### src/b64_pkg.sv
// b64_pkg: shared types, codes and character mapping for the base64 codec
// no dependencies

package b64_pkg;

  localparam int unsigned QDEPTH = 2;
  localparam int unsigned QAW    = 1;

  localparam logic [7:0] PAD_CHAR = 8'h3D;

  localparam logic MODE_ENCODE = 1'b0;
  localparam logic MODE_DECODE = 1'b1;

  typedef enum logic [1:0] {
    ST_OK       = 2'd0,
    ST_BAD_CHAR = 2'd1,
    ST_TRUNC    = 2'd2
  } b64_status_t;

  // one group of results waiting for the output side
  typedef struct packed {
    logic [3:0][7:0] bytes;
    logic [2:0]      cnt;
    logic            last;
    logic [1:0]      status;
  } b64_job_t;

  typedef struct packed {
    logic full;
    logic empty;
  } b64_qstat_t;

  function automatic logic [7:0] enc_char(input logic [5:0] s);
    logic [7:0] c;
    if (s < 6'd26) begin
      c = 8'd65 + {2'b00, s};
    end else if (s < 6'd52) begin
      c = 8'd97 + {2'b00, s} - 8'd26;
    end else if (s < 6'd62) begin
      c = 8'd48 + {2'b00, s} - 8'd52;
    end else if (s == 6'd62) begin
      c = 8'd43;
    end else begin
      c = 8'd47;
    end
    return c;
  endfunction

  // returns {valid, sextet}
  function automatic logic [6:0] dec_sextet(input logic [7:0] c);
    logic [6:0] r;
    if (c >= 8'd65 && c <= 8'd90) begin
      r = {1'b1, 6'(c - 8'd65)};
    end else if (c >= 8'd97 && c <= 8'd122) begin
      r = {1'b1, 6'(c - 8'd97 + 8'd26)};
    end else if (c >= 8'd48 && c <= 8'd57) begin
      r = {1'b1, 6'(c - 8'd48 + 8'd52)};
    end else if (c == 8'd43) begin
      r = {1'b1, 6'd62};
    end else if (c == 8'd47) begin
      r = {1'b1, 6'd63};
    end else begin
      r = 7'd0;
    end
    return r;
  endfunction

endpackage

### src/b64_in_if.sv
// b64_in_if: input channel, valid/ready handshake with byte and last flag
// no dependencies

interface b64_in_if;
  logic       valid;
  logic       ready;
  logic [7:0] in_byte;
  logic       in_last;

  modport source (output valid, output in_byte, output in_last, input ready);
  modport sink   (input valid, input in_byte, input in_last, output ready);
endinterface

### src/b64_out_if.sv
// b64_out_if: output channel, valid/ready handshake with byte, last flag and status
// no dependencies

interface b64_out_if;
  logic       valid;
  logic       ready;
  logic [7:0] out_byte;
  logic       out_last;
  logic [1:0] status;

  modport source (output valid, output out_byte, output out_last, output status,
                  input ready);
  modport sink   (input valid, input out_byte, input out_last, input status,
                  output ready);
endinterface

### src/b64_front.sv
// b64_front: mode register, group gathering and classification into result groups
// depends on b64_pkg and b64_in_if

module b64_front (
  input  logic              clk,
  input  logic              rst,
  input  logic              cfg_we,
  input  logic              cfg_data,
  b64_in_if.sink            din,
  input  b64_pkg::b64_qstat_t qstat,
  output logic              push,
  output b64_pkg::b64_job_t job
);
  import b64_pkg::*;

  logic        decode_mode;
  logic [1:0]  group_count;
  logic [17:0] group_bits;
  logic        third_is_pad;
  logic        bad_char_seen;

  logic [1:0]  group_count_next;
  logic [17:0] group_bits_next;
  logic        third_is_pad_next;
  logic        bad_char_seen_next;

  logic        acc;
  logic        fire;
  logic [2:0]  n3;
  logic [2:0]  chars;
  logic [17:0] enc_bits;
  logic [23:0] word;
  logic        pad;
  logic [6:0]  dec;
  logic        bad_new;

  assign din.ready = !qstat.full;
  assign acc       = din.valid && din.ready;
  assign push      = acc && fire;

  always_comb begin
    n3                 = {1'b0, group_count} + 3'd1;
    chars              = n3 + 3'd1;
    enc_bits           = {group_bits[9:0], din.in_byte};
    pad                = (din.in_byte == PAD_CHAR);
    dec                = dec_sextet(din.in_byte);
    bad_new            = bad_char_seen | (!pad & !dec[6]);
    word               = '0;
    fire               = 1'b0;
    job                = '0;
    group_count_next   = group_count;
    group_bits_next    = group_bits;
    third_is_pad_next  = third_is_pad;
    bad_char_seen_next = bad_char_seen;

    if (decode_mode == MODE_ENCODE) begin
      if (n3 == 3'd3) begin
        word = {6'd0, enc_bits};
      end else if (n3 == 3'd2) begin
        word = {enc_bits[15:0], 8'd0};
      end else begin
        word = {din.in_byte, 16'd0};
      end
      fire = (n3 == 3'd3) || din.in_last;
      for (int k = 0; k < 4; k++) begin
        job.bytes[k] = (3'(k) < chars) ? enc_char(word[(3 - k) * 6 +: 6]) : PAD_CHAR;
      end
      job.cnt    = 3'd4;
      job.last   = din.in_last;
      job.status = ST_OK;
      if (fire) begin
        group_count_next   = '0;
        group_bits_next    = '0;
        third_is_pad_next  = 1'b0;
        bad_char_seen_next = 1'b0;
      end else begin
        group_count_next = n3[1:0];
        group_bits_next  = enc_bits;
      end
    end else begin
      word = {group_bits, dec[5:0] & {6{!pad}}};
      if (n3 == 3'd4) begin
        fire         = 1'b1;
        job.bytes[0] = word[23:16];
        job.bytes[1] = word[15:8];
        job.bytes[2] = word[7:0];
        job.cnt      = 3'd3 - 3'(din.in_last & pad) - 3'(din.in_last & third_is_pad);
        job.last     = din.in_last;
        job.status   = bad_new ? ST_BAD_CHAR : ST_OK;
      end else if (din.in_last) begin
        fire       = 1'b1;
        job.cnt    = 3'd1;
        job.last   = 1'b1;
        job.status = ST_TRUNC;
      end
      if (fire) begin
        group_count_next   = '0;
        group_bits_next    = '0;
        third_is_pad_next  = 1'b0;
        bad_char_seen_next = 1'b0;
      end else begin
        group_count_next   = n3[1:0];
        group_bits_next    = word[17:0];
        bad_char_seen_next = bad_new;
        if (n3 == 3'd3) begin
          third_is_pad_next = pad;
        end
      end
    end
  end

  always_ff @(posedge clk) begin
    if (rst) begin
      decode_mode   <= MODE_ENCODE;
      group_count   <= '0;
      group_bits    <= '0;
      third_is_pad  <= 1'b0;
      bad_char_seen <= 1'b0;
    end else if (cfg_we) begin
      decode_mode   <= cfg_data;
      group_count   <= '0;
      group_bits    <= '0;
      third_is_pad  <= 1'b0;
      bad_char_seen <= 1'b0;
    end else if (acc) begin
      group_count   <= group_count_next;
      group_bits    <= group_bits_next;
      third_is_pad  <= third_is_pad_next;
      bad_char_seen <= bad_char_seen_next;
    end
  end

endmodule

### src/b64_queue.sv
// b64_queue: short queue of result groups between front and back
// depends on b64_pkg

module b64_queue (
  input  logic                clk,
  input  logic                rst,
  input  logic                push,
  input  b64_pkg::b64_job_t   wr_job,
  input  logic                pop,
  output b64_pkg::b64_job_t   rd_job,
  output b64_pkg::b64_qstat_t qstat
);
  import b64_pkg::*;

  b64_job_t         slots [QDEPTH];
  logic [QAW-1:0]   wr_ptr;
  logic [QAW-1:0]   rd_ptr;
  logic [QAW:0]     count;

  assign rd_job      = slots[rd_ptr];
  assign qstat.full  = (count == (QAW + 1)'(QDEPTH));
  assign qstat.empty = (count == '0);

  always_ff @(posedge clk) begin
    if (push) begin
      slots[wr_ptr] <= wr_job;
    end
  end

  always_ff @(posedge clk) begin
    if (rst) begin
      wr_ptr <= '0;
      rd_ptr <= '0;
      count  <= '0;
    end else begin
      if (push) begin
        wr_ptr <= wr_ptr + 1'b1;
      end
      if (pop) begin
        rd_ptr <= rd_ptr + 1'b1;
      end
      count <= count + (QAW + 1)'(push) - (QAW + 1)'(pop);
    end
  end

endmodule

### src/b64_back.sv
// b64_back: walks each result group one item per cycle into the output register
// when not stalled by dout.ready; depends on b64_pkg and b64_out_if

module b64_back (
  input  logic                clk,
  input  logic                rst,
  input  b64_pkg::b64_job_t   job,
  input  b64_pkg::b64_qstat_t qstat,
  output logic                pop,
  b64_out_if.source           dout
);
  import b64_pkg::*;

  logic [1:0] idx;
  logic       load;
  logic       final_item;

  assign load       = !dout.valid || dout.ready;
  assign final_item = (({1'b0, idx} + 3'd1) == job.cnt);
  assign pop        = load && !qstat.empty && final_item;

  always_ff @(posedge clk) begin
    if (rst) begin
      dout.valid <= 1'b0;
      idx        <= '0;
    end else if (load) begin
      dout.valid <= !qstat.empty;
      if (!qstat.empty) begin
        idx <= final_item ? 2'd0 : idx + 2'd1;
      end
    end
  end

  always_ff @(posedge clk) begin
    if (load && !qstat.empty) begin
      dout.out_byte <= job.bytes[idx];
      dout.out_last <= job.last && final_item;
      dout.status   <= job.status;
    end
  end

endmodule

### src/base64_stream_codec.sv
// base64_stream_codec: base64 encoder/decoder over a byte stream, top level
// depends on b64_pkg, b64_in_if, b64_out_if, b64_front, b64_queue, b64_back
//
//   channel   | dir | handshake     | payload
//   ----------+-----+---------------+-------------------------------
//   din       | in  | valid / ready | in_byte[7:0], in_last
//   dout      | out | valid / ready | out_byte[7:0], out_last, status[1:0]
//   cfg       | in  | cfg_we        | cfg_data (decode_mode)
//
// an item is taken every cycle while the two-group queue has room
// the output side emits one item per cycle when not stalled, so encoding
// sustains 4 results per 3 items, decoding one item per cycle
// a closing item's group is queued, then its first result registered in dout
// rst is synchronous and clears mode, group state, queue and output valid
// a stalled output fills the queue, then din.ready drops

module base64_stream_codec (
  input  logic      clk,
  input  logic      rst,
  input  logic      cfg_we,
  input  logic      cfg_data,
  b64_in_if.sink    din,
  b64_out_if.source dout
);
  import b64_pkg::*;

  b64_job_t   f_job;
  b64_job_t   q_job;
  b64_qstat_t qstat;
  logic       q_push;
  logic       q_pop;

  b64_front u_front (
    .clk      (clk),
    .rst      (rst),
    .cfg_we   (cfg_we),
    .cfg_data (cfg_data),
    .din      (din),
    .qstat    (qstat),
    .push     (q_push),
    .job      (f_job)
  );

  b64_queue u_queue (
    .clk    (clk),
    .rst    (rst),
    .push   (q_push),
    .wr_job (f_job),
    .pop    (q_pop),
    .rd_job (q_job),
    .qstat  (qstat)
  );

  b64_back u_back (
    .clk   (clk),
    .rst   (rst),
    .job   (q_job),
    .qstat (qstat),
    .pop   (q_pop),
    .dout  (dout)
  );

`ifndef NO_ASSERTIONS
  a_no_overflow: assert property (@(posedge clk) disable iff (rst)
    q_push |-> !qstat.full)
    else $error("group pushed into full queue");

  a_no_underflow: assert property (@(posedge clk) disable iff (rst)
    q_pop |-> !qstat.empty)
    else $error("group popped from empty queue");

  a_trunc_form: assert property (@(posedge clk) disable iff (rst)
    (dout.valid && dout.status == ST_TRUNC) |-> (dout.out_last && dout.out_byte == 8'd0))
    else $error("truncated group result malformed");
`endif

endmodule
### src/flat_wrapper.sv
// flat-port wrapper written by rule: the top's interface ports become plain ports
module base64_stream_codec_flat import b64_pkg::*;
  (clk, rst, cfg_we, cfg_data, din_valid, din_in_byte, din_in_last, din_ready, dout_valid, dout_out_byte, dout_out_last, dout_status, dout_ready);
  b64_in_if din_i ();
  b64_out_if dout_i ();
  input  logic clk;
  input  logic rst;
  input  logic cfg_we;
  input  logic cfg_data;
  input wire logic [$bits(din_i.valid)-1:0] din_valid;
  input wire logic [$bits(din_i.in_byte)-1:0] din_in_byte;
  input wire logic [$bits(din_i.in_last)-1:0] din_in_last;
  output wire logic [$bits(din_i.ready)-1:0] din_ready;
  output wire logic [$bits(dout_i.valid)-1:0] dout_valid;
  output wire logic [$bits(dout_i.out_byte)-1:0] dout_out_byte;
  output wire logic [$bits(dout_i.out_last)-1:0] dout_out_last;
  output wire logic [$bits(dout_i.status)-1:0] dout_status;
  input wire logic [$bits(dout_i.ready)-1:0] dout_ready;
  assign din_i.valid = din_valid;
  assign din_i.in_byte = din_in_byte;
  assign din_i.in_last = din_in_last;
  assign din_ready = din_i.ready;
  assign dout_valid = dout_i.valid;
  assign dout_out_byte = dout_i.out_byte;
  assign dout_out_last = dout_i.out_last;
  assign dout_status = dout_i.status;
  assign dout_i.ready = dout_ready;
  base64_stream_codec u_core (.clk(clk), .rst(rst), .cfg_we(cfg_we), .cfg_data(cfg_data), .din(din_i), .dout(dout_i));
endmodule
### config.mk
export PLATFORM = sky130hd
export DESIGN_NAME = base64_stream_codec_flat
export DESIGN_NICKNAME = d
export VERILOG_FILES = /design/src/b64_pkg.sv /design/src/b64_in_if.sv /design/src/b64_out_if.sv /design/src/b64_front.sv /design/src/b64_queue.sv /design/src/b64_back.sv /design/src/base64_stream_codec.sv /design/src/flat_wrapper.sv
export SDC_FILE = /design/constraint.sdc
export NUM_CORES = 1
export LEC_CHECK = 0
export BUFFER_PORTS_ARGS = -buffer_cell sky130_fd_sc_hd__buf_2
export CAP_MARGIN = 20
export CELL_PAD_IN_SITES_DETAIL_PLACEMENT = 1
export CELL_PAD_IN_SITES_GLOBAL_PLACEMENT = 1
export CORE_MARGIN = 4
export CORE_UTILIZATION = 40
export DETAILED_ROUTE_END_ITERATION = 10
export PLACE_DENSITY_LB_ADDON = 0.12
export SYNTH_ARGS = -nofsm -noshare
export SYNTH_HDL_FRONTEND = slang
export SYNTH_SLANG_ARGS = --single-unit
### constraint.sdc
create_clock -name clk -period 7.07 [get_ports clk]
set_input_delay 0.3535 -clock clk [delete_from_list [all_inputs] [get_ports clk]]
set_output_delay 0.3535 -clock clk [all_outputs]
set_load 0.05 [all_outputs]
[Yosys cells after proc, flatten, opt, wreduce, memory -nomap -nowiden]
Memories as Yosys holds them, arrays and structs flattened. A register that Yosys moved wholly into a read port is not among the register bits.
Index checks and enable logic that the tools add are counted.
Operators by class
  reductions and logical operators: 21
  equality and inequality tests: 13
  $lt $le $gt $ge: 23
  muxes and demuxes: 57
  bitwise gates (word level): 6
  add/sub/neg operators: 35
Operators with widths (count)
  two-way mux 8 bit: 18
  two-way mux 24 bit: 4
  adder 7 x 6 -> 8 bit (first input constant): 8
  two-way mux 18 bit: 3
  < comparator 6 bit (second input constant): 8
  two-way mux 7 bit: 5
  subtractor 7 x 6 -> 8 bit (second input constant): 4
  subtractor 8 x 5 -> 8 bit (second input constant): 4
  two-way mux 30 bit: 1
  adder 6 x 6 -> 7 bit (first input constant): 4
  == test 6 bit (second input constant): 4
  == test 8 x 6 -> 1 bit (second input constant): 3
  < comparator 6 x 5 -> 1 bit (second input constant): 4
  binary-select mux 8 bit (select 2 bit): 1
  >= comparator 8 x 7 -> 1 bit (second input constant): 2
  <= comparator 8 x 7 -> 1 bit (second input constant): 2
  two-way mux 1 bit: 15
  two-way mux 3 bit: 4
  subtractor 6 bit (second input constant): 2
  >= comparator 8 x 6 -> 1 bit (second input constant): 1
  <= comparator 8 x 6 -> 1 bit (second input constant): 1
  logical AND 1 bit: 8
  two-way mux 2 bit: 4
  adder 2 x 1 -> 3 bit (second input constant): 2
  other kinds (31): 43
Storage, ports and cells
  input bits: 15
  memories kept: 1
  RAM bits: 76
  output and inout port bits: 13
  bits in registers: 41
  word-level logic and storage cells: 169
Memory list
  u_core.u_queue.slots: depth 2, bits a word 38, rd ports 1, clocked after Yosys merged registers in 1, wr ports 1, line b64_queue.sv:15  | b64_job_t slots [QDEPTH];

[Depth between registers and ports, before layout]
  depth in word-level cells: 12
  depth in mapped cells: 17
  mapped depth without buffers: 12

[By module]
Synthesis repeated with hierarchy kept, for this count alone.
Unflattened totals
  cells, all modules: 771
  area total of the unflattened synthesis: 7682.4 um2
Modules (own cells, without submodules)
  b64_front: instances 1, seq. area each 460.4 um2, cells each 590, area each 3912.5 um2
  b64_queue: instances 1, seq. area each 2382.3 um2, cells each 139, area each 3040.4 um2
  b64_back: instances 1, seq. area each 390.4 um2, cells each 42, area each 729.4 um2

[Worst setup path before layout]
Ideal clock, no wire load.
  path type: reg-to-reg
  from: reg u_core.u_front.group_count[0]
  to: mem u_core.u_queue.slots[0][0] (netlist bit), enable pin
  library setup time: 0.433 ns
  arrival time: 3.062 ns
  path buffers: 4
  slack: 3.574 ns
  cell stages (with the launch flop): 10
  clock period less this slack: 3.496 ns
  required time: 6.637 ns
  path through: dfxtp_1 > inv_1 > ha_1 > buf_2 > buf_4 > buf_6 > buf_2 > a21o_1 > o21ai_2 > nor2_1
On the way
  longest elaborated chain between the ends: 8
  elaborated cells between the ends (all ways): 10
  those cells by class: add/sub (1); eq/ne (2); mux (5); reduce/logical (2)
RTL lines
  start: declaration: line b64_front.sv:17  | logic [1:0] group_count;
  start signal: assignment: line b64_front.sv:126  | group_count <= group_count_next;
  adder 2 x 1 -> 3 bit (*): line b64_front.sv:42  | n3 = {1'b0, group_count} + 3'd1;
  == test 3 bit: line b64_front.sv:82  | if (n3 == 3'd4) begin
  two-way mux 1 bit: line b64_front.sv:82
  two-way mux 1 bit: line b64_front.sv:56  | if (decode_mode == MODE_ENCODE) begin
  two-way mux 1 bit (*): line b64_front.sv:56
  logical AND 1 bit (*): line b64_front.sv:39  | assign push = acc && fire;
  two-way mux 1 bit (*): line b64_queue.sv:25  | if (push) begin
  two-way mux 1 bit (implied by the code) (*): line b64_queue.sv:26  | slots[wr_ptr] <= wr_job;
  end: declaration: line b64_queue.sv:15
Mark *: on every way between the ends. The rest lies on a longest branch, timed or not. The select of a mux whose other input is x is not followed.

==> impl_metrics.json <==
{
  "ioPinCount": 28,
  "synthTopCellsByCount": "87 x edfxtp_1, 70 x nand2_1, 57 x nor2_1",
  "cts_setup_buffers": 0,
  "cp_top_family": "compound AO/OA/AOI/OAI gates",
  "coreArea_sq_mm": 0.01815,
  "setup_viol": 0,
  "finalHoldViolations": 0,
  "grt_pass1_wl_um": 37030,
  "path_max_fanout": 20,
  "yosys.area.top_type_share": 0.3505,
  "critical_path_class": "register to register",
  "maxCapViolations": 0,
  "netlist_area_sq_mm": 0.007455,
  "cts.sink_count": 118,
  "io_buffers": 27,
  "place_congestion": 0.9368,
  "relSlewSlack": 0.4504,
  "drc": 0,
  "ys_warn_count": 0,
  "ys_ff_latch": 118,
  "slew_viol_final": 0,
  "pwr-share-comb": 0.161,
  "rows": 49,
  "cp-end-kind": "register",
  "grt_usage": 0.2349,
  "max_stage_delay_ns": 0.72,
  "timing.final.crit_share": 0.5776,
  "dp.cells": 954,
  "critPathBufInv": 0,
  "antenna_left": 0,
  "clk_pin_slew_ns": 0.06,
  "fin_tns_setup_ns": 0,
  "rsz0062_at_grt": "false",
  "rrSetupSlack_ns": 2.99,
  "worst-path-stages": 10,
  "yosysTopAreaCell": "edfxtp_1",
  "clockBufferDepth": 2,
  "hold_path.class": "primary input to register",
  "setup_slack_ns": 2.986,
  "fmax_ghz": 0.2449,
  "p_per_area_mw_per_mm2": 253.5,
  "ys_async_sr_fraction": 0,
  "antenna_cells": 0,
  "switchingPower_mw": 0.5928,
  "syn-num-nets": 794,
  "yosys.cell_count.top_type": "edfxtp_1",
  "cp.required_ns": 7.21,
  "netlist_instances": 742,
  "dp_slack_ns": 3.004,
  "first_global_vias": 6342,
  "cts_hold_buf": 0,
  "wl_um": 23770,
  "intPower_mw": 1.537,
  "synth_area_per_cell_sq_um": 10.05,
  "synth_edf_count": 87,
  "place_area_sq_mm": 0.007719,
  "status": "finished, final reports clean",
  "gr-total-overflow": 0,
  "hpwlAfterDp_um": 16830,
  "vias_per_cell": 6.173,
  "crit_top_cell": "ha_1",
  "vdd.ir_drop.worst_v": 0.0001944,
  "fp.dieW_um": 144.5,
  "ctsRootBufferMaster": "clkbuf_16",
  "synth_ff_type": "edfxtp_1",
  "cts_htree_levels": 4,
  "path_cells": "ha_1 > nor2b_1 > a22oi_1 > ha_1 > and4b_1 > a311oi_2 > o21ai_2 > mux2_1 > o41ai_1 > a31oi_1",
  "wl_per_cell_um": 24.09,
  "vias": 6093,
  "p_clk_frac": 0.455,
  "synth.area.top_cells": "edfxtp_1 35%, dfxtp_1 8.3%, ha_1 6.2%, mux4_2 4.8%, nand2_1 3.5%",
  "grt_max_degree": 39,
  "drtPass1Iterations": 5,
  "nets": 798,
  "initial_utilization": 0.4108,
  "start_kind": "register",
  "antenna_found_initial": 0,
  "total_power_mw": 2.130,
  "cts_resized": 0,
  "fin_area_sq_mm": 0.008403,
  "final_util": 0.4630,
  "fp.dieArea_sq_mm": 0.02088,
  "clk_latency_ns": 0.42,
  "p_seq_frac": 0.384,
  "worst_slew_pin_slew_ns": 0.8225,
  "yosysSeqAreaShare": 0.4337,
  "p_leak_nw": 3.069,
  "cts-buffers-inserted": 17,
  "ys_types": 77,
  "fin_crit_ns": 4.084,
  "cts_tree": "done",
  "swShare": 0.2783,
  "syn_to_final_growth_pct": 12.72,
  "holdWs_ns": 0.1801,
  "fp.dieH_um": 144.5,
  "hold_depth": 3,
  "arrival_ns": 4.22,
  "drtIter0Drc": 393,
  "drive_above_1_share": 0.1609,
  "layout.cells.non_filler": 987,
  "fin_skew_ns": 0.01187,
  "cp_slowest_cell": "ha_1",
  "reg2reg_depth": 10
}
-- worst register-to-register path: stages, from the launching register on --
cell and delay, ns:
dfxtp_1 0.47, ha_1 0.72, nor2b_1 0.59, a22oi_1 0.26, ha_1 0.29, and4b_1 0.22
a311oi_2 0.30, o21ai_2 0.19, mux2_1 0.35, o41ai_1 0.29, a31oi_1 0.12
-- sequential cells by signal, indices dropped and copies added (netlist names), 2 cells and up, named ones only --
| name | count |
|---|---|
| u_core.u_back.idx | 2 |
| u_core.u_front.group_count | 2 |
| u_core.u_queue.slots | 76 |
| u_core.u_queue.count | 2 |
| u_core.u_front.group_bits | 18 |
| u_core.u_back.dout.out_byte | 8 |
| u_core.u_back.dout.status | 2 |
-- metal layers --
layer	vias to the layer above	track usage	part of all wire
met5	-	0	0
met4	0	0.07118	0.021
met3	34	0.04894	0.048
met2	180	0.3809	0.47
met1	3092	0.3178	0.46
li1	2787	-	-
-- layout by cell type (no fill, tap or decap), drive strengths merged, types with 6 or more instances in the layout --
master | Yosys | layout
a21oi | 52 | 52
a221oi | 14 | 14
a22oi | 8 | 8
a31oi | 15 | 15
and2 | 10 | 10
buf | 23 | 35
clkbuf | 28 | 18
clkinv | 0 | 6
dfxtp | 31 | 31
edfxtp | 87 | 87
ha | 37 | 37
inv | 41 | 44
mux2 | 12 | 12
mux2i | 19 | 19
mux4 | 16 | 16
nand2 | 70 | 70
nand2b | 8 | 8
nand3 | 18 | 18
nand3b | 6 | 6
nor2 | 60 | 60
nor2b | 9 | 9
nor3 | 28 | 28
o21a | 6 | 6
o21ai | 27 | 27
o31ai | 6 | 6
xnor2 | 13 | 13
xor2 | 9 | 9
-- cell families (layout without fill, tap and decap cells) --
logic type | count (synthesis) | in the layout | share of synthesized area
adder cells (fa/ha/maj) | 37 | 37 | 0.06210
AO/OA/AOI/OAI | 192 | 192 | 0.1799
buffers and inverters | 92 | 108 | 0.05354
multiplexers | 47 | 47 | 0.09198
AND/OR/NAND/NOR | 234 | 234 | 0.1529
flip-flops | 118 | 118 | 0.4337
XOR/XNOR | 22 | 22 | 0.02585
-- cell type report --
type / instances / area [sq um]
sequential: 118 / 3233
timing repair buffer: 36 / 235.2
inverter: 41 / 153.9
clock buffer: 17 / 425.4
multi-input combinational: 532 / 3845
fill: 2015 / 9744
clock inverter: 14 / 224.0
tap: 229 / 286.5
-- power groups by stage --
| stage | clock (mW) | combinational (mW) | sequential [mW] |
|---|---|---|---|
| 2_1_floorplan | 0 | 0.203 | 0.861 |
| 3_3_place_gp | 0 | 0.325 | 0.831 |
| 3_5_place_dp | 0 | 0.337 | 0.833 |
| 4_1_cts | 0.981 | 0.342 | 0.820 |
| 5_1_grt | 1.02 | 0.370 | 0.823 |
| 6_report | 0.969 | 0.342 | 0.819 |
-- final timing paths --
check,startpoint,to
worst min register to register,u_core.u_back.dout.valid$_SDFFE_PP0N_,u_core.u_back.dout.valid$_SDFFE_PP0N_
worst max-delay path,u_core.u_front.group_count[0]$_SDFFE_PP0P_,u_core.u_queue.slots[1][16]$_DFFE_PP_
worst max register to register,u_core.u_front.group_count[0]$_SDFFE_PP0P_,u_core.u_queue.slots[1][16]$_DFFE_PP_
worst min-delay path,cfg_data,u_core.u_front.decode_mode$_SDFFE_PP0P_
Note: power is estimated with default switching activity, not from simulation.
